## src/rtl/ring_queue_with_slot_removal_core_macros.svh

```systemverilog
// Assertion macros shared by the ring queue RTL.
// Included by the controller and the datapath; no other dependencies.
`ifndef RING_QUEUE_WITH_SLOT_REMOVAL_CORE_MACROS_SVH
`define RING_QUEUE_WITH_SLOT_REMOVAL_CORE_MACROS_SVH

// Same-cycle implication, disabled while reset is asserted.
`define RQSR_ASSERT_IMPL(lbl, clk, rst_n, ante, cons, msg) \
  lbl: assert property (@(posedge clk) disable iff (!rst_n) (ante) |-> (cons)) else $error(msg);

// Next-cycle implication, disabled while reset is asserted.
`define RQSR_ASSERT_NEXT(lbl, clk, rst_n, ante, cons, msg) \
  lbl: assert property (@(posedge clk) disable iff (!rst_n) (ante) |=> (cons)) else $error(msg);

`endif

```

## src/rtl/rqsr_pkg.sv

```systemverilog
// Package for the ring queue with slot removal: default sizes, request and
// status codes, and the command/status structs between controller and datapath.
// No dependencies.
`timescale 1ns / 1ps
`default_nettype none

package rqsr_pkg;

  localparam int DepthDef     = 16;
  localparam int DataWidthDef = 32;

  typedef enum logic [1:0] {
    REQ_ENQ = 2'd0,
    REQ_DEQ = 2'd1,
    REQ_CLR = 2'd2,
    REQ_REM = 2'd3
  } req_e;

  typedef enum logic [1:0] {
    ST_OK     = 2'd0,
    ST_EMPTY  = 2'd1,
    ST_FULL   = 2'd2,
    ST_NOSLOT = 2'd3
  } status_e;

  // Controller to datapath.
  typedef struct packed {
    logic accept;     // Request transaction taken this cycle.
    logic deq_fin;    // RAM read data for a dequeue is available.
    logic shift_run;  // One step of the removal shift.
    logic load_out;   // Capture the result into the output register.
  } cmd_t;

  // Datapath to controller.
  typedef struct packed {
    logic deq_wait;    // Offered request is a dequeue on a non-empty queue.
    logic shift_wait;  // Offered request is a removal that must move entries.
    logic shift_last;  // The current shift step writes the last entry.
  } stat_t;

endpackage

`default_nettype wire

```

## src/rtl/rqsr_ram.sv

```systemverilog
// Generic single-write, single-read RAM with a registered read port.
// No dependencies.
`timescale 1ns / 1ps
`default_nettype none

module rqsr_ram #(
  parameter int WIDTH = 32,
  parameter int DEPTH = 16
) (
  input  wire logic                     clk_i,
  input  wire logic                     we_i,
  input  wire logic [$clog2(DEPTH)-1:0] waddr_i,
  input  wire logic [WIDTH-1:0]         wdata_i,
  input  wire logic [$clog2(DEPTH)-1:0] raddr_i,
  output      logic [WIDTH-1:0]         rdata_o
);

  logic [WIDTH-1:0] mem_q [DEPTH];
  logic [WIDTH-1:0] rdata_q;

  always_ff @(posedge clk_i) begin
    if (we_i) begin
      mem_q[waddr_i] <= wdata_i;
    end
    rdata_q <= mem_q[raddr_i];
  end

  assign rdata_o = rdata_q;

endmodule

`default_nettype wire

```

## src/rtl/rqsr_ctrl.sv

```systemverilog
// Controller state machine for the ring queue: handshakes and sequencing.
// Depends on rqsr_pkg and the shared assertion macro header.
`timescale 1ns / 1ps
`default_nettype none
`include "ring_queue_with_slot_removal_core_macros.svh"

module rqsr_ctrl
  import rqsr_pkg::*;
(
  input  wire logic  clk_i,
  input  wire logic  rst_ni,
  input  wire logic  in_valid_i,
  output      logic  in_ready_o,
  output      logic  out_valid_o,
  input  wire logic  out_ready_i,
  input  wire stat_t stat_i,
  output      cmd_t  cmd_o
);

  typedef enum logic [2:0] {
    S_IDLE  = 3'b001,
    S_DEQ   = 3'b010,
    S_SHIFT = 3'b100
  } state_e;

  state_e state_q, state_d;
  logic   out_valid_q, out_valid_d;
  logic   accept;
  logic   load_out;

  // A new request is taken only when the result register is free or drains now.
  assign in_ready_o = (state_q == S_IDLE) && (!out_valid_q || out_ready_i);
  assign accept     = in_valid_i && in_ready_o;

  assign load_out = (accept && !stat_i.deq_wait && !stat_i.shift_wait)
                 || (state_q == S_DEQ)
                 || ((state_q == S_SHIFT) && stat_i.shift_last);

  always_comb begin
    state_d = state_q;
    unique case (state_q)
      S_IDLE: begin
        if (accept && stat_i.deq_wait) begin
          state_d = S_DEQ;
        end else if (accept && stat_i.shift_wait) begin
          state_d = S_SHIFT;
        end
      end
      S_DEQ: begin
        state_d = S_IDLE;
      end
      S_SHIFT: begin
        if (stat_i.shift_last) begin
          state_d = S_IDLE;
        end
      end
      default: begin
        state_d = S_IDLE;
      end
    endcase
  end

  always_comb begin
    if (load_out) begin
      out_valid_d = 1'b1;
    end else if (out_ready_i) begin
      out_valid_d = 1'b0;
    end else begin
      out_valid_d = out_valid_q;
    end
  end

  always_ff @(posedge clk_i or negedge rst_ni) begin
    if (!rst_ni) begin
      state_q     <= S_IDLE;
      out_valid_q <= 1'b0;
    end else begin
      state_q     <= state_d;
      out_valid_q <= out_valid_d;
    end
  end

  assign out_valid_o     = out_valid_q;
  assign cmd_o.accept    = accept;
  assign cmd_o.deq_fin   = (state_q == S_DEQ);
  assign cmd_o.shift_run = (state_q == S_SHIFT);
  assign cmd_o.load_out  = load_out;

  // The result register must be free while a dequeue or a removal shift is in progress.
  `RQSR_ASSERT_IMPL(a_busy_out_free, clk_i, rst_ni, (state_q == S_DEQ) || (state_q == S_SHIFT), !out_valid_q, "result register occupied during a long request")
  `RQSR_ASSERT_NEXT(a_deq_one_cycle, clk_i, rst_ni, state_q == S_DEQ, (state_q == S_IDLE) && out_valid_q, "dequeue did not complete after its read")
  `RQSR_ASSERT_NEXT(a_fast_result, clk_i, rst_ni, accept && !stat_i.deq_wait && !stat_i.shift_wait, out_valid_q && (state_q == S_IDLE), "single-cycle request gave no result")

endmodule

`default_nettype wire

```

## src/rtl/rqsr_dpath.sv

```systemverilog
// Datapath for the ring queue: pointers, count, entry RAM, shift pointers
// and the result register. Depends on rqsr_pkg, rqsr_ram and the macro header.
`timescale 1ns / 1ps
`default_nettype none
`include "ring_queue_with_slot_removal_core_macros.svh"

module rqsr_dpath
  import rqsr_pkg::*;
#(
  parameter int DEPTH      = DepthDef,
  parameter int DATA_WIDTH = DataWidthDef
) (
  input  wire logic                           clk_i,
  input  wire logic                           rst_ni,
  input  wire cmd_t                           cmd_i,
  output      stat_t                          stat_o,
  input  wire logic [1:0]                     req_type_i,
  input  wire logic [DATA_WIDTH-1:0]          data_in_i,
  input  wire logic [$clog2(DEPTH)-1:0]       slot_i,
  output      logic [DATA_WIDTH-1:0]          data_out_o,
  output      logic [1:0]                     status_o,
  output      logic [$clog2(DEPTH+1)-1:0]     count_out_o
);

  localparam int SlotW = $clog2(DEPTH);
  localparam int CntW  = $clog2(DEPTH + 1);
  localparam int OffW  = SlotW + 1;

  function automatic logic [SlotW-1:0] wrap_next(input logic [SlotW-1:0] p);
    wrap_next = (p == SlotW'(DEPTH - 1)) ? '0 : p + 1'b1;
  endfunction

  function automatic logic [SlotW-1:0] wrap_prev(input logic [SlotW-1:0] p);
    wrap_prev = (p == '0) ? SlotW'(DEPTH - 1) : p - 1'b1;
  endfunction

  logic [SlotW-1:0]      head_q, head_d, tail_q, tail_d;
  logic [CntW-1:0]       count_q, count_d;
  logic [SlotW-1:0]      rd_ptr_q, rd_ptr_d, wr_ptr_q, wr_ptr_d;
  logic [SlotW-1:0]      left_q, left_d;
  logic                  wr_pend_q, wr_pend_d;
  logic [DATA_WIDTH-1:0] data_out_q;
  status_e               status_q;
  logic [CntW-1:0]       cnt_out_q;

  req_e                  req;
  logic                  full, empty, slot_ok, live;
  logic [OffW-1:0]       slot_x, head_x, offset, steps;
  logic [DATA_WIDTH-1:0] res_data;
  status_e               res_status;

  logic                  ram_we;
  logic [SlotW-1:0]      ram_waddr, ram_raddr;
  logic [DATA_WIDTH-1:0] ram_wdata, ram_rdata;

  assign req   = req_e'(req_type_i);
  assign full  = (count_q == CntW'(DEPTH));
  assign empty = (count_q == '0);

  // Offset of the named slot from the head, modulo the depth.
  assign slot_x  = OffW'(slot_i);
  assign head_x  = OffW'(head_q);
  assign slot_ok = (slot_x < OffW'(DEPTH));
  assign offset  = (slot_x >= head_x) ? (slot_x - head_x) : (slot_x + OffW'(DEPTH) - head_x);
  assign live    = slot_ok && (offset < OffW'(count_q));
  // Entries behind the removed one; each moves one place toward the head.
  assign steps   = OffW'(count_q) - offset - 1'b1;

  assign stat_o.deq_wait   = (req == REQ_DEQ) && !empty;
  assign stat_o.shift_wait = (req == REQ_REM) && live && (steps != '0);
  assign stat_o.shift_last = (left_q == '0);

  // A shift's read pointer starts one entry ahead of its write pointer.
  assign ram_we    = (cmd_i.accept && (req == REQ_ENQ) && !full)
                  || (cmd_i.shift_run && wr_pend_q);
  assign ram_waddr = cmd_i.shift_run ? wr_ptr_q : tail_q;
  assign ram_wdata = cmd_i.shift_run ? ram_rdata : data_in_i;
  assign ram_raddr = cmd_i.shift_run ? rd_ptr_q : head_q;

  rqsr_ram #(
    .WIDTH (DATA_WIDTH),
    .DEPTH (DEPTH)
  ) u_ram (
    .clk_i   (clk_i),
    .we_i    (ram_we),
    .waddr_i (ram_waddr),
    .wdata_i (ram_wdata),
    .raddr_i (ram_raddr),
    .rdata_o (ram_rdata)
  );

  always_comb begin
    head_d     = head_q;
    tail_d     = tail_q;
    count_d    = count_q;
    rd_ptr_d   = rd_ptr_q;
    wr_ptr_d   = wr_ptr_q;
    left_d     = left_q;
    wr_pend_d  = wr_pend_q;
    res_data   = '0;
    res_status = ST_OK;

    if (cmd_i.accept) begin
      unique case (req)
        REQ_ENQ: begin
          if (full) begin
            res_status = ST_FULL;
          end else begin
            tail_d  = wrap_next(tail_q);
            count_d = count_q + 1'b1;
          end
        end
        REQ_DEQ: begin
          if (empty) begin
            res_status = ST_EMPTY;
          end
        end
        REQ_CLR: begin
          head_d  = '0;
          tail_d  = '0;
          count_d = '0;
        end
        REQ_REM: begin
          if (!live) begin
            res_status = ST_NOSLOT;
          end else if (steps == '0) begin
            count_d = count_q - 1'b1;
            tail_d  = wrap_prev(tail_q);
          end else begin
            rd_ptr_d  = wrap_next(slot_i);
            wr_ptr_d  = slot_i;
            left_d    = steps[SlotW-1:0];
            wr_pend_d = 1'b0;
          end
        end
        default: begin
          res_status = ST_OK;
        end
      endcase
    end

    if (cmd_i.deq_fin) begin
      res_data = ram_rdata;
      head_d   = wrap_next(head_q);
      count_d  = count_q - 1'b1;
    end

    if (cmd_i.shift_run) begin
      wr_pend_d = 1'b1;
      if (left_q != '0) begin
        rd_ptr_d = wrap_next(rd_ptr_q);
        left_d   = left_q - 1'b1;
      end
      if (wr_pend_q) begin
        wr_ptr_d = wrap_next(wr_ptr_q);
      end
      if (left_q == '0) begin
        count_d = count_q - 1'b1;
        tail_d  = wrap_prev(tail_q);
      end
    end
  end

  always_ff @(posedge clk_i or negedge rst_ni) begin
    if (!rst_ni) begin
      head_q    <= '0;
      tail_q    <= '0;
      count_q   <= '0;
      left_q    <= '0;
      wr_pend_q <= 1'b0;
    end else begin
      head_q    <= head_d;
      tail_q    <= tail_d;
      count_q   <= count_d;
      left_q    <= left_d;
      wr_pend_q <= wr_pend_d;
    end
  end

  always_ff @(posedge clk_i) begin
    rd_ptr_q <= rd_ptr_d;
    wr_ptr_q <= wr_ptr_d;
    if (cmd_i.load_out) begin
      data_out_q <= res_data;
      status_q   <= res_status;
      cnt_out_q  <= count_d;
    end
  end

  assign data_out_o  = data_out_q;
  assign status_o    = status_q;
  assign count_out_o = cnt_out_q;

  // The tail must always sit count entries past the head.
  logic [OffW-1:0] tail_sum;
  logic [SlotW-1:0] tail_exp;
  assign tail_sum = head_x + OffW'(count_q);
  assign tail_exp = (tail_sum >= OffW'(DEPTH)) ? SlotW'(tail_sum - OffW'(DEPTH))
                                               : SlotW'(tail_sum);

  `RQSR_ASSERT_IMPL(a_count_max, clk_i, rst_ni, 1'b1, count_q <= CntW'(DEPTH), "entry count beyond depth")
  `RQSR_ASSERT_IMPL(a_tail_track, clk_i, rst_ni, 1'b1, tail_q == tail_exp, "tail out of step with head and count")
  `RQSR_ASSERT_IMPL(a_shift_write, clk_i, rst_ni, cmd_i.shift_run && (left_q == '0), wr_pend_q, "last shift step has no data to write")

endmodule

`default_nettype wire

```

## src/rtl/ring_queue_with_slot_removal_core.sv

```systemverilog
// Top level of the ring queue with slot removal.
// Depends on rqsr_pkg, rqsr_ctrl and rqsr_dpath (which holds rqsr_ram).
//
//   Channel  | Direction | Handshake              | Payload
//   ---------+-----------+------------------------+-------------------------------
//   request  | in        | in_valid_i / in_ready_o | req_type_i, data_in_i, slot_i
//   result   | out       | out_valid_o/out_ready_i | data_out_o, status_o, count_out_o
//
// Enqueue, clear, every refused request and a removal that moves no entries load
// their result as they are taken; a dequeue waits for the registered RAM read. A
// removal that moves entries shifts them toward the head, one entry per cycle
// through the RAM's single read and write ports. Reset clears head, tail and
// count; RAM contents are not cleared. A request is taken only while no long
// request runs and the result register is empty or being drained in that cycle.
`timescale 1ns / 1ps
`default_nettype none

module ring_queue_with_slot_removal_core
  import rqsr_pkg::*;
#(
  parameter int DEPTH      = DepthDef,
  parameter int DATA_WIDTH = DataWidthDef
) (
  input  wire logic                       clk_i,
  input  wire logic                       rst_ni,
  input  wire logic                       in_valid_i,
  output      logic                       in_ready_o,
  input  wire logic [1:0]                 req_type_i,
  input  wire logic [DATA_WIDTH-1:0]      data_in_i,
  input  wire logic [$clog2(DEPTH)-1:0]   slot_i,
  output      logic                       out_valid_o,
  input  wire logic                       out_ready_i,
  output      logic [DATA_WIDTH-1:0]      data_out_o,
  output      logic [1:0]                 status_o,
  output      logic [$clog2(DEPTH+1)-1:0] count_out_o
);

  cmd_t  cmd;
  stat_t stat;

  rqsr_ctrl u_ctrl (
    .clk_i       (clk_i),
    .rst_ni      (rst_ni),
    .in_valid_i  (in_valid_i),
    .in_ready_o  (in_ready_o),
    .out_valid_o (out_valid_o),
    .out_ready_i (out_ready_i),
    .stat_i      (stat),
    .cmd_o       (cmd)
  );

  rqsr_dpath #(
    .DEPTH      (DEPTH),
    .DATA_WIDTH (DATA_WIDTH)
  ) u_dpath (
    .clk_i       (clk_i),
    .rst_ni      (rst_ni),
    .cmd_i       (cmd),
    .stat_o      (stat),
    .req_type_i  (req_type_i),
    .data_in_i   (data_in_i),
    .slot_i      (slot_i),
    .data_out_o  (data_out_o),
    .status_o    (status_o),
    .count_out_o (count_out_o)
  );

endmodule

`default_nettype wire
```

## config.mk

```make
export PLATFORM = sky130hd
export DESIGN_NAME = ring_queue_with_slot_removal_core
export DESIGN_NICKNAME = d
export VERILOG_FILES = /design/src/rtl/rqsr_pkg.sv /design/src/rtl/rqsr_ram.sv /design/src/rtl/rqsr_ctrl.sv /design/src/rtl/rqsr_dpath.sv /design/src/rtl/ring_queue_with_slot_removal_core.sv
export VERILOG_INCLUDE_DIRS = /design/src /design/src/rtl
export SDC_FILE = /design/constraint.sdc
export NUM_CORES = 1
export LEC_CHECK = 0
export BUFFER_PORTS_ARGS = -buffer_cell sky130_fd_sc_hd__buf_2
export CAP_MARGIN = 20
export CORE_MARGIN = 1.5
export CORE_UTILIZATION = 45
export DETAILED_ROUTE_END_ITERATION = 10
export SLEW_MARGIN = 20
export SYNTH_ARGS = -nofsm -noshare
export SYNTH_HDL_FRONTEND = slang
export SYNTH_SLANG_ARGS = --single-unit
```

## constraint.sdc

```tcl
create_clock -name clk_i -period 3.8 [get_ports clk_i]
set_clock_uncertainty 0.15 [all_clocks]
set_input_delay 0.76 -clock clk_i [delete_from_list [all_inputs] [get_ports clk_i]]
set_output_delay 0.76 -clock clk_i [all_outputs]
set_load 0.03 [all_outputs]
```

==> results.md, run 1 <==
- Outcome: complete, no violations
- Worst-Margin Slew: 1.05 ns
- Drt total wl: 55300 um
- CTS Buf Count: 60
- Post-route DRC: 0
- Tot GR Track Use: 20.3%
- CP Class: reg2reg
- RSZ-0062 raised after global routing: no
- Synth async-reset ratio: 3.59%
- Crit end category: register
- DP Area: 0.0264 mm2
- Netlist cell types: 66
- Synth top area share: 68.0%
- Vias in the first global route: 13300
- Max Clock Freq: 0.293 GHz
- Number of max-cap violations: 0
- Lkg Pwr: 9.86 nW
- Gate Count Post-Synth: 1356
- First-pass GRT wire length: 84000 um
- Synth Cell Area: 0.0243 mm2
- Clock slew at reported path FFs: 0.07 ns
- CTS H-tree lvls: 2
- Final hold viol count: 0
- Num Clock Sinks: 613
- Post-cts hold buffer count: 1
- Rows: 85
- Max-slew violation count: 0
- Port bufs: 82
- CP max FO: 4
- Total power: 18.5 mW
- Die area: 0.0555 mm2
- Post-placement cell count: 2161
- Setup Buffers After CTS: 0
- Fin cells: 2274
- Max clock buf depth: 3
- Area contributors post-synth: edfxtp_1, mux4_2, dfxtp_1
- Hold crit path type: reg2reg
- Synth Area in Compound Gates: 4.83%
- Fin crit period: 3.42 ns
- Die Y: 236 um
- DP HPWL: 32100 um
- I/O pin cnt: 83
- Setup crit start kind: register
- Drt first pass iters: 5
- GRT overflow: 0
- CP max stage delay: 0.41 ns
- Fin area: 0.0285 mm2
- Dominant cell type by area after synthesis: edfxtp_1
- CTS tree: done
- Wire length per cell: 24.3 um
- Post-Syn Area per Cell: 17.9 um2
- Main flop type after synthesis: edfxtp_1
- Largest family of logic cells by synthesized area: multiplexers
- Layout cells sized above 1: 26.9%
- Resized cells post-CTS: 0
- Final #Nets: 1593
- Vias: 12900
- Synth Area in XOR/XNOR: 0.288%
- Power Dens Cells: 649 mW/mm2
- CP cell instances: ha_1, inv_1, fa_1, xor2_1, nor4_1, ha_1, and3b_1, o221ai_2, buf_4, o32ai_1, a21oi_1, a21o_1
- Most used cell along the critical path: ha_1
- RePlAce Congestion: 0.841
- Largest net degree at the start of global routing: 42
- Endpoints failing setup: 0
- Initial Util: 45.4%
- Part of the cycle the worst path needs: 89.9%
- Post-DR vias/cell: 5.67
- Commonest non-fill, non-tap cells in the layout: edfxtp_1, nand2_1, mux4_2
- Antenna violations before repair: 1
- Post-synthesis simple-gate area fraction: 6.05%
- Adder-cell share of the synthesized area: 1.24%
- Post-synthesis sequential area ratio: 73.5%
- Slew HR: 29.9%
- Critical Path Slowest Stage Cell: fa_1
- Latest clock arrival within the worst-skew pair: 0.63 ns
- Clk root buf: clkbuf_16
- Most common cell after layout, fill and taps aside: edfxtp_1
- Synthesized flop and latch total: 613
- # diodes: 0
- Mux cell area share after synthesis: 12.2%
- Core footprint: 0.0536 mm2
- Synth warn: 0
- Fin util: 53.1%
- Die W: 236 um
- Final hold slack: 0.352 ns
- Layout Area Growth over Synthesis: 17.0%
- Worst EP arrival: 3.63 ns
- Post-DRT Antenna Nets: 0
- Post-synth EDFFs: 551
- Drt initial violations: 1064
- Syn Nets: 1421
- WP data required: 4.02 ns
- Worst VDD drop: 0.000399 V
## Yosys cell counts, types with 4 or more instances
library cell  instances
a21o_1                8
inv_1                23
nand3_1              26
clkbuf_1             43
buf_6                12
o21ai_0              16
o211ai_1              7
nand2b_1              4
a31oi_1               9
ha_1                 21
nor2_1               42
a221oi_1              4
and2_1               34
edfxtp_1            551
a21oi_1              31
nor3_1               13
dfxtp_1              40
mux4_2              128
o21ai_1               4
nor2b_1              10
buf_2                 4
dfrtp_1              21
a22oi_1              65
mux2i_1               6
nand2_1             165
xor2_1                5
## routing by layer
| layer | track usage (%) | routed length (um) |
|---|---|---|
| met5 | 0 | 0 |
| met3 | 3.32 | 2830 |
| met4 | 5.28 | 1210 |
| met2 | 32.9 | 26700 |
| met1 | 28.9 | 24500 |
## critical path, delay by kind of cell (launching register included)
| kind | cells | cell delay, ns |
|---|---|---|
| buffers and inverters | 2 | 0.25 |
| AND/OR/NAND/NOR | 2 | 0.54 |
| AO/OA/AOI/OAI | 4 | 0.76 |
| adder cells (fa/ha/maj) | 3 | 0.92 |
| XOR/XNOR | 1 | 0.18 |
| flip-flops | 1 | 0.36 |
## worst paths after layout
check / start / endpoint / slack [ns] / cells past startpoint
setup / recovery: u_dpath.head_q[0]$_DFFE_PN0P_ / u_dpath.count_out_o[0]$_DFFE_PP_ / 0.38 / 12
min in group asynchronous: rst_ni / u_dpath.head_q[0]$_DFFE_PN0P_ / 0.52 / 2
max in group asynchronous: rst_ni / u_dpath.count_q[3]$_DFF_PN0_ / 2.58 / 2
hold / removal: u_dpath.left_q[0]$_DFF_PN0_ / u_dpath.left_q[0]$_DFF_PN0_ / 0.35 / 1
setup reg to reg: u_dpath.head_q[0]$_DFFE_PN0P_ / u_dpath.count_out_o[0]$_DFFE_PP_ / 0.38 / 12
hold reg to reg: u_dpath.left_q[0]$_DFF_PN0_ / u_dpath.left_q[0]$_DFF_PN0_ / 0.35 / 1
## state kept, by name, indices dropped and copies added, names as in the netlist
register               flops
u_dpath.u_ram.mem_q      512
u_dpath.data_out_o        32
u_dpath.u_ram.rdata_o     32
u_dpath.count_out_o        5
u_dpath.count_q            5
u_dpath.head_q             4
u_dpath.left_q             4
u_dpath.rd_ptr_q           4
u_dpath.tail_q             4
u_dpath.wr_ptr_q           4
u_ctrl.state_q             3
u_dpath.status_o           2
u_ctrl.out_valid_o         1
u_dpath.wr_pend_q          1
## power breakdown
group	total [mW]	leakage (nW)	internal [mW]	switching, mW
clock	6.16	1.01	3.69	2.46
combinational	4.12	3.26	1.91	2.21
sequential	8.21	5.59	7.90	0.315
total	18.5	9.86	13.5	4.99
## layout make-up
type	count	area [um2]
inverter	23	86.3
tap	696	871
clock inverter	25	327
sequential	613	17900
timing repair buffer	174	1400
multi-input combinational	656	6150
fill	4259	25100
clock buffer	87	1730
## per-stage QoR
| stage | setup TNS (ns) | worst slack [ns] |
|---|---|---|
| 6_report | 0 | 0.384 |
| 5_1_grt | 0 | 0.114 |
| 4_1_cts | 0 | 0.371 |
| 3_5_place_dp | -4.90 | -0.162 |
| 3_3_place_gp | -0.595 | -0.0922 |
| 2_1_floorplan | 0 | 0.00940 |
## cell families (layout without fill, tap and decap cells)
group | after synthesis | count (layout)
multiplexers | 135 | 135
AO/OA/AOI/OAI | 171 | 171
flip-flops | 613 | 613
adder cells (fa/ha/maj) | 23 | 23
buffers and inverters | 87 | 309
XOR/XNOR | 8 | 8
AND/OR/NAND/NOR | 319 | 319
Note: power is estimated with default switching activity, not from simulation.
==> inputs of run 2 (changes only) <==
--- a/config.mk
+++ b/config.mk
@@ -7,7 +7,7 @@
 export NUM_CORES = 1
 export LEC_CHECK = 0
 export BUFFER_PORTS_ARGS = -buffer_cell sky130_fd_sc_hd__buf_2
-export CAP_MARGIN = 20
+export CAP_MARGIN = 0
 export CORE_MARGIN = 1.5
 export CORE_UTILIZATION = 45
 export DETAILED_ROUTE_END_ITERATION = 10
==> constraint.sdc (replaced) <==
create_clock -name clk_i -period 3.55 [get_ports clk_i]
set_clock_uncertainty 0.15 [all_clocks]
set_input_delay 0.71 -clock clk_i [delete_from_list [all_inputs] [get_ports clk_i]]
set_output_delay 0.71 -clock clk_i [all_outputs]
set_load 0.03 [all_outputs]
==> results.md, run 2 (synthesis results as in run 1) <==
- Outcome: complete, no violations
- I/O pin cnt: 83
- Part of the cycle the worst path needs: 96.4%
- Hold path depth: 1
- Number of cells on the worst reg-to-reg path: 12
- Die area: 0.0555 mm2
- Initial Util: 45.4%
- Vias in the first global route: 13400
- RSZ-0062 raised after global routing: yes
- Hold_sp: u_dpath.left_q[0]$_DFF_PN0_
- Lkg Pwr: 9.91 nW
- Port bufs: 82
- Num Clock Sinks: 613
- GRT overflow: 0
- Clk root buf: clkbuf_16
- Top reg by flops: u_dpath.u_ram.mem_q
- CTS tree: done
- Layout Area Growth over Synthesis: 17.9%
- Endpoints failing setup: 0
- Clock slew at reported path FFs: 0.06 ns
- Worst EP arrival: 3.60 ns
- Commonest non-fill, non-tap cells in the layout: edfxtp_1, nand2_1, mux4_2
- Antenna violations before repair: 0
- Final hold viol count: 0
- Core footprint: 0.0536 mm2
- Max Clock Freq: 0.292 GHz
- First-pass GRT wire length: 85900 um
- Drt first pass iters: 5
- Power Dens Cells: 689 mW/mm2
- Max FFs per register: 512
- Setup crit start kind: register
- Layout cells sized above 1: 28.2%
- Number of max-cap violations: 0
- Most common cell after layout, fill and taps aside: edfxtp_1
- Post-route DRC: 0
- Rows: 85
- Slew HR: 35.5%
- CP Class: reg2reg
- Crit end category: register
- Reg-to-reg endpoint: u_dpath.count_out_o[0]$_DFFE_PP_
- Latest clock arrival within the worst-skew pair: 0.59 ns
- Hold endpoint: u_dpath.left_q[0]$_DFF_PN0_
- Wire length per cell: 24.9 um
- Fin area: 0.0287 mm2
- Hold crit path type: reg2reg
- Max clock buf depth: 3
- DP Area: 0.0266 mm2
- Post-DR vias/cell: 5.75
- Worst-Margin Slew: 0.967 ns
- Largest net degree at the start of global routing: 46
- Drt total wl: 57000 um
- DP HPWL: 33000 um
- CTS H-tree lvls: 3
- Final #Nets: 1606
- RePlAce Congestion: 0.852
- Worst r2r src: u_dpath.head_q[0]$_DFFE_PN0P_
- Final hold slack: 0.371 ns
- Drt initial violations: 1176
- Tot GR Track Use: 21.0%
- Worst VDD drop: 0.000308 V
- Die W: 236 um
- WP data required: 3.73 ns
- Die Y: 236 um
- Vias: 13100
- CP max FO: 5
- R2r setup slk: 0.13 ns
- Fin crit period: 3.42 ns
- CTS Buf Count: 66
- # diodes: 0
- Post-DRT Antenna Nets: 0
- Max-slew violation count: 0
run 2: cell type report:
type | count | area, um2
Sequential cell | 613 | 17900
Clock buffer | 93 | 1840
Tap cell | 696 | 871
Fill cell | 4279 | 24900
Multi-Input combinational cell | 656 | 6210
Timing Repair Buffer | 181 | 1600
Inverter | 23 | 86.3
Clock inverter | 25 | 189
run 2: through the flow:
stage / instances / power (mW) / utilization [%] / setup TNS [ns] / setup slack (ns)
2_1_floorplan: 1356 / 12.0 / - / -14.77 / -0.180
3_3_place_gp: 2165 / 13.3 / 49.6 / -14.16 / -0.302
3_5_place_dp: 2165 / 13.4 / 49.6 / -19.56 / -0.369
4_1_cts: 2284 / 19.9 / 53.4 / 0 / 0.0623
5_1_grt: 2287 / 20.7 / 53.5 / -0.0275 / -0.00781
6_report: 2287 / 19.8 / 53.5 / 0 / 0.128
run 2: power breakdown:
part | switching, mW | internal (mW) | leakage [nW]
combinational | 2.39 | 2.08 | 3.33
sequential | 0.380 | 8.45 | 5.59
clock | 2.70 | 3.78 | 0.993
run 2: worst max path at each step:
stage | start | endpoint | slack (ns) | cells after the start
detailed placement | slot_i[0] | u_dpath.wr_ptr_q[3]$_DFF_P_ | -0.37 | 14
CTS | u_dpath.head_q[1]$_DFFE_PN0P_ | u_dpath.wr_ptr_q[3]$_DFF_P_ | 0.06 | 13
finish | u_dpath.head_q[0]$_DFFE_PN0P_ | u_dpath.count_out_o[0]$_DFFE_PP_ | 0.13 | 12
global route | u_dpath.head_q[1]$_DFFE_PN0P_ | u_dpath.data_out_o[2]$_SDFFCE_PN0P_ | -0.008 | 13
floorplan | req_type_i[0] | u_dpath.u_ram.mem_q[13][0]$_DFFE_PP_ | -0.18 | 6
global placement | slot_i[0] | u_dpath.count_out_o[0]$_DFFE_PP_ | -0.30 | 14
run 2: worst max-delay path, cell delays in order, from the launching register on:
cell	delay, ns
dfrtp_1	0.37
ha_2	0.20
inv_2	0.05
fa_2	0.40
xor2_1	0.19
ha_1	0.39
a21oi_1	0.26
and3_1	0.24
o221ai_2	0.15
buf_4	0.17
o32ai_2	0.25
a21oi_1	0.13
a21o_1	0.22
run 2: layer usage:
metal | part of all wire, % | track usage [%] | wire, um | up-vias
met4 | 1.9 | 5.92 | 1080 | 0
met3 | 6.3 | 3.73 | 3580 | 86
met1 | 43 | 29.6 | 24700 | 6820
met2 | 48 | 33.8 | 27600 | 459
li1 | - | - | - | 5780
met5 | 0 | 0 | 0 | -
run 2: repair_timing:
item                                   in CTS  in global routing
resized for setup                           0                 14
endpoints found under the hold margin      21                  0
hold buffers                                1                  0
setup endpoints to repair                   0                 57
buffers inserted                            0                  3
==> inputs of run 3 (changes only) <==
==> constraint.sdc (replaced) <==
create_clock -name clk_i -period 3.55 [get_ports clk_i]
set_clock_uncertainty 0.15 [all_clocks]
set_input_delay 0.5325 -clock clk_i [delete_from_list [all_inputs] [get_ports clk_i]]
set_output_delay 0.5325 -clock clk_i [all_outputs]
set_load 0.03 [all_outputs]
==> results.md, run 3 (synthesis results as in run 1) <==
- Max clock buf depth: 3
- Port bufs: 82
- Clk root buf: clkbuf_16
- Initial Util: 45.4%
- Worst Setup SP: u_dpath.head_q[1]$_DFFE_PN0P_
- Tot GR Track Use: 20.4%
- GRT overflow: 0
- Max FFs per register: 512
- Commonest non-fill, non-tap cells in the layout: edfxtp_1, nand2_1, mux4_2
- Post-placement cell count: 2154
- Top reg by flops: u_dpath.u_ram.mem_q
- Clock share of power: 33.2%
- Lkg Pwr: 9.88 nW
- Die area: 0.0555 mm2
- Final hold slack: 0.177 ns
- Final hold viol count: 0
- Worst VDD drop: 0.000335 V
- Drt initial violations: 1020
- Worst EP arrival: 3.57 ns
- Core footprint: 0.0536 mm2
- RePlAce Congestion: 0.829
- CTS Buf Count: 66
- CP max stage delay: 0.40 ns
- CP cell instances: inv_2, ha_1, a21o_1, a21o_1, xor2_2, ha_1, a21oi_1, and3b_1, o221ai_2, buf_4, o32ai_1, a21oi_1, a21o_1
- Post-DRT Antenna Nets: 0
- First-pass GRT wire length: 83800 um
- Num Clock Sinks: 613
- Total power: 19.8 mW
- Largest net degree at the start of global routing: 53
- Rows: 85
- Setup crit start kind: register
- CTS tree: done
- Clock slew at reported path FFs: 0.06 ns
- Crit end category: register
- Worst-Margin Slew: 0.911 ns
- Comb pwr share: 22.2%
- CTS H-tree lvls: 3
- Outcome: complete, no violations
- Vias in the first global route: 13300
- Number of cells on the worst reg-to-reg path: 13
- Power Dens Cells: 692 mW/mm2
- Critical path destination: u_dpath.count_out_o[0]$_DFFE_PP_
- Post-DR vias/cell: 5.70
- Sw Pwr: 5.47 mW
- Antenna violations before repair: 0
- Critical Path Slowest Stage Cell: dfrtp_1
- I/O pin cnt: 83
- Part of the cycle the worst path needs: 95.0%
- DP HPWL: 31200 um
- Endpoints failing setup: 0
- Number of max-cap violations: 0
- Final TNS setup: 0 ns
- Drt total wl: 55400 um
- Fin cells: 2276
- CP max FO: 5
- Hold crit path type: in2reg
- # diodes: 0
- Post-route DRC: 0
- Pint: 14.3 mW
- Slew HR: 38.7%
- Die Y: 236 um
- Die W: 236 um
- Layout Area Growth over Synthesis: 17.6%
- Final #Nets: 1593
- Worst r2r src: u_dpath.head_q[1]$_DFFE_PN0P_
- Drt first pass iters: 5
- R2r setup slk: 0.18 ns
- Layout cells sized above 1: 26.9%
- Fin crit period: 3.37 ns
- Sequential power share: 44.6%
- Max Clock Freq: 0.297 GHz
- Vias: 13000
- Most used cell along the critical path: a21o_1
- RSZ-0062 raised after global routing: no
- CP Class: reg2reg
- Most common cell after layout, fill and taps aside: edfxtp_1
- WP data required: 3.75 ns
- Max-slew violation count: 0
- Wire length per cell: 24.4 um
- Switching part of the total: 27.6%
- Reg-to-reg endpoint: u_dpath.count_out_o[0]$_DFFE_PP_
- Latest clock arrival within the worst-skew pair: 0.61 ns
## run 3: worst min-delay path by stage
stage	startpoint	to	slack [ns]	cells past startpoint
3_5_place_dp	u_dpath.left_q[0]$_DFF_PN0_	u_dpath.left_q[0]$_DFF_PN0_	0.36	1
5_1_grt	slot_i[3]	u_dpath.wr_ptr_q[3]$_DFF_P_	0.21	3
6_report	slot_i[0]	u_dpath.wr_ptr_q[0]$_DFF_P_	0.18	4
2_1_floorplan	rst_ni	u_ctrl.out_valid_o$_DFFE_PN0P_	0.09	0
3_3_place_gp	u_dpath.wr_pend_q$_DFFE_PN0P_	u_dpath.wr_pend_q$_DFFE_PN0P_	0.33	2
4_1_cts	slot_i[0]	u_dpath.wr_ptr_q[0]$_DFF_P_	0.14	4
## run 3: area by class of cell
type	count	area, um2
Sequential cell	613	17900
Inverter	23	86.3
Clock buffer	92	1820
Tap cell	696	871
Clock inverter	28	243
Timing Repair Buffer	168	1500
Fill cell	4298	25000
Multi-Input combinational cell	656	6200
## run 3: layer usage
layer	track usage, %	part of all wire (%)	vias to the layer above
met5	0	0	-
met4	6.55	2.0	0
met3	3.46	5.5	74
met2	32.8	48	382
met1	28.7	44	6771
li1	-	-	5757
## run 3: what timing repair did
action / 4_1_cts / 5_1_grt
hold buffers: 1 / 0
endpoints found under the setup margin: 0 / 9
gates resized for setup: 0 / 9
buffers inserted: 0 / 1
hold endpoints to repair: 21 / 0
## run 3: metrics by stage
stage / instance area, um2 / setup slack, ns / util (%)
final: 28600 / 0.179 / 53.4
after global routing: 28600 / 0.00754 / 53.4
after CTS: 28600 / 0.103 / 53.3
after detailed placement: 26500 / -0.195 / 49.4
after global placement: 26500 / -0.132 / 49.4
after floorplan: 24400 / -0.163 / -
## run 3: power groups by stage
stage | Sequential [mW] | Clock, mW | Combinational, mW
after global routing | 8.88 | 6.99 | 4.80
final | 8.82 | 6.57 | 4.40
after detailed placement | 8.97 | 0 | 4.42
after global placement | 8.96 | 0 | 4.38
after CTS | 8.82 | 6.71 | 4.44
after floorplan | 8.99 | 0 | 3.00
## run 3: critical path, delay by kind of cell (launching register included)
| family | cells | cell delay, ns |
|---|---|---|
| simple gates | 1 | 0.20 |
| fa+ha+maj | 2 | 0.60 |
| compound gates | 7 | 1.32 |
| buf+inv | 2 | 0.28 |
| xor+xnor | 1 | 0.16 |
| flops | 1 | 0.40 |
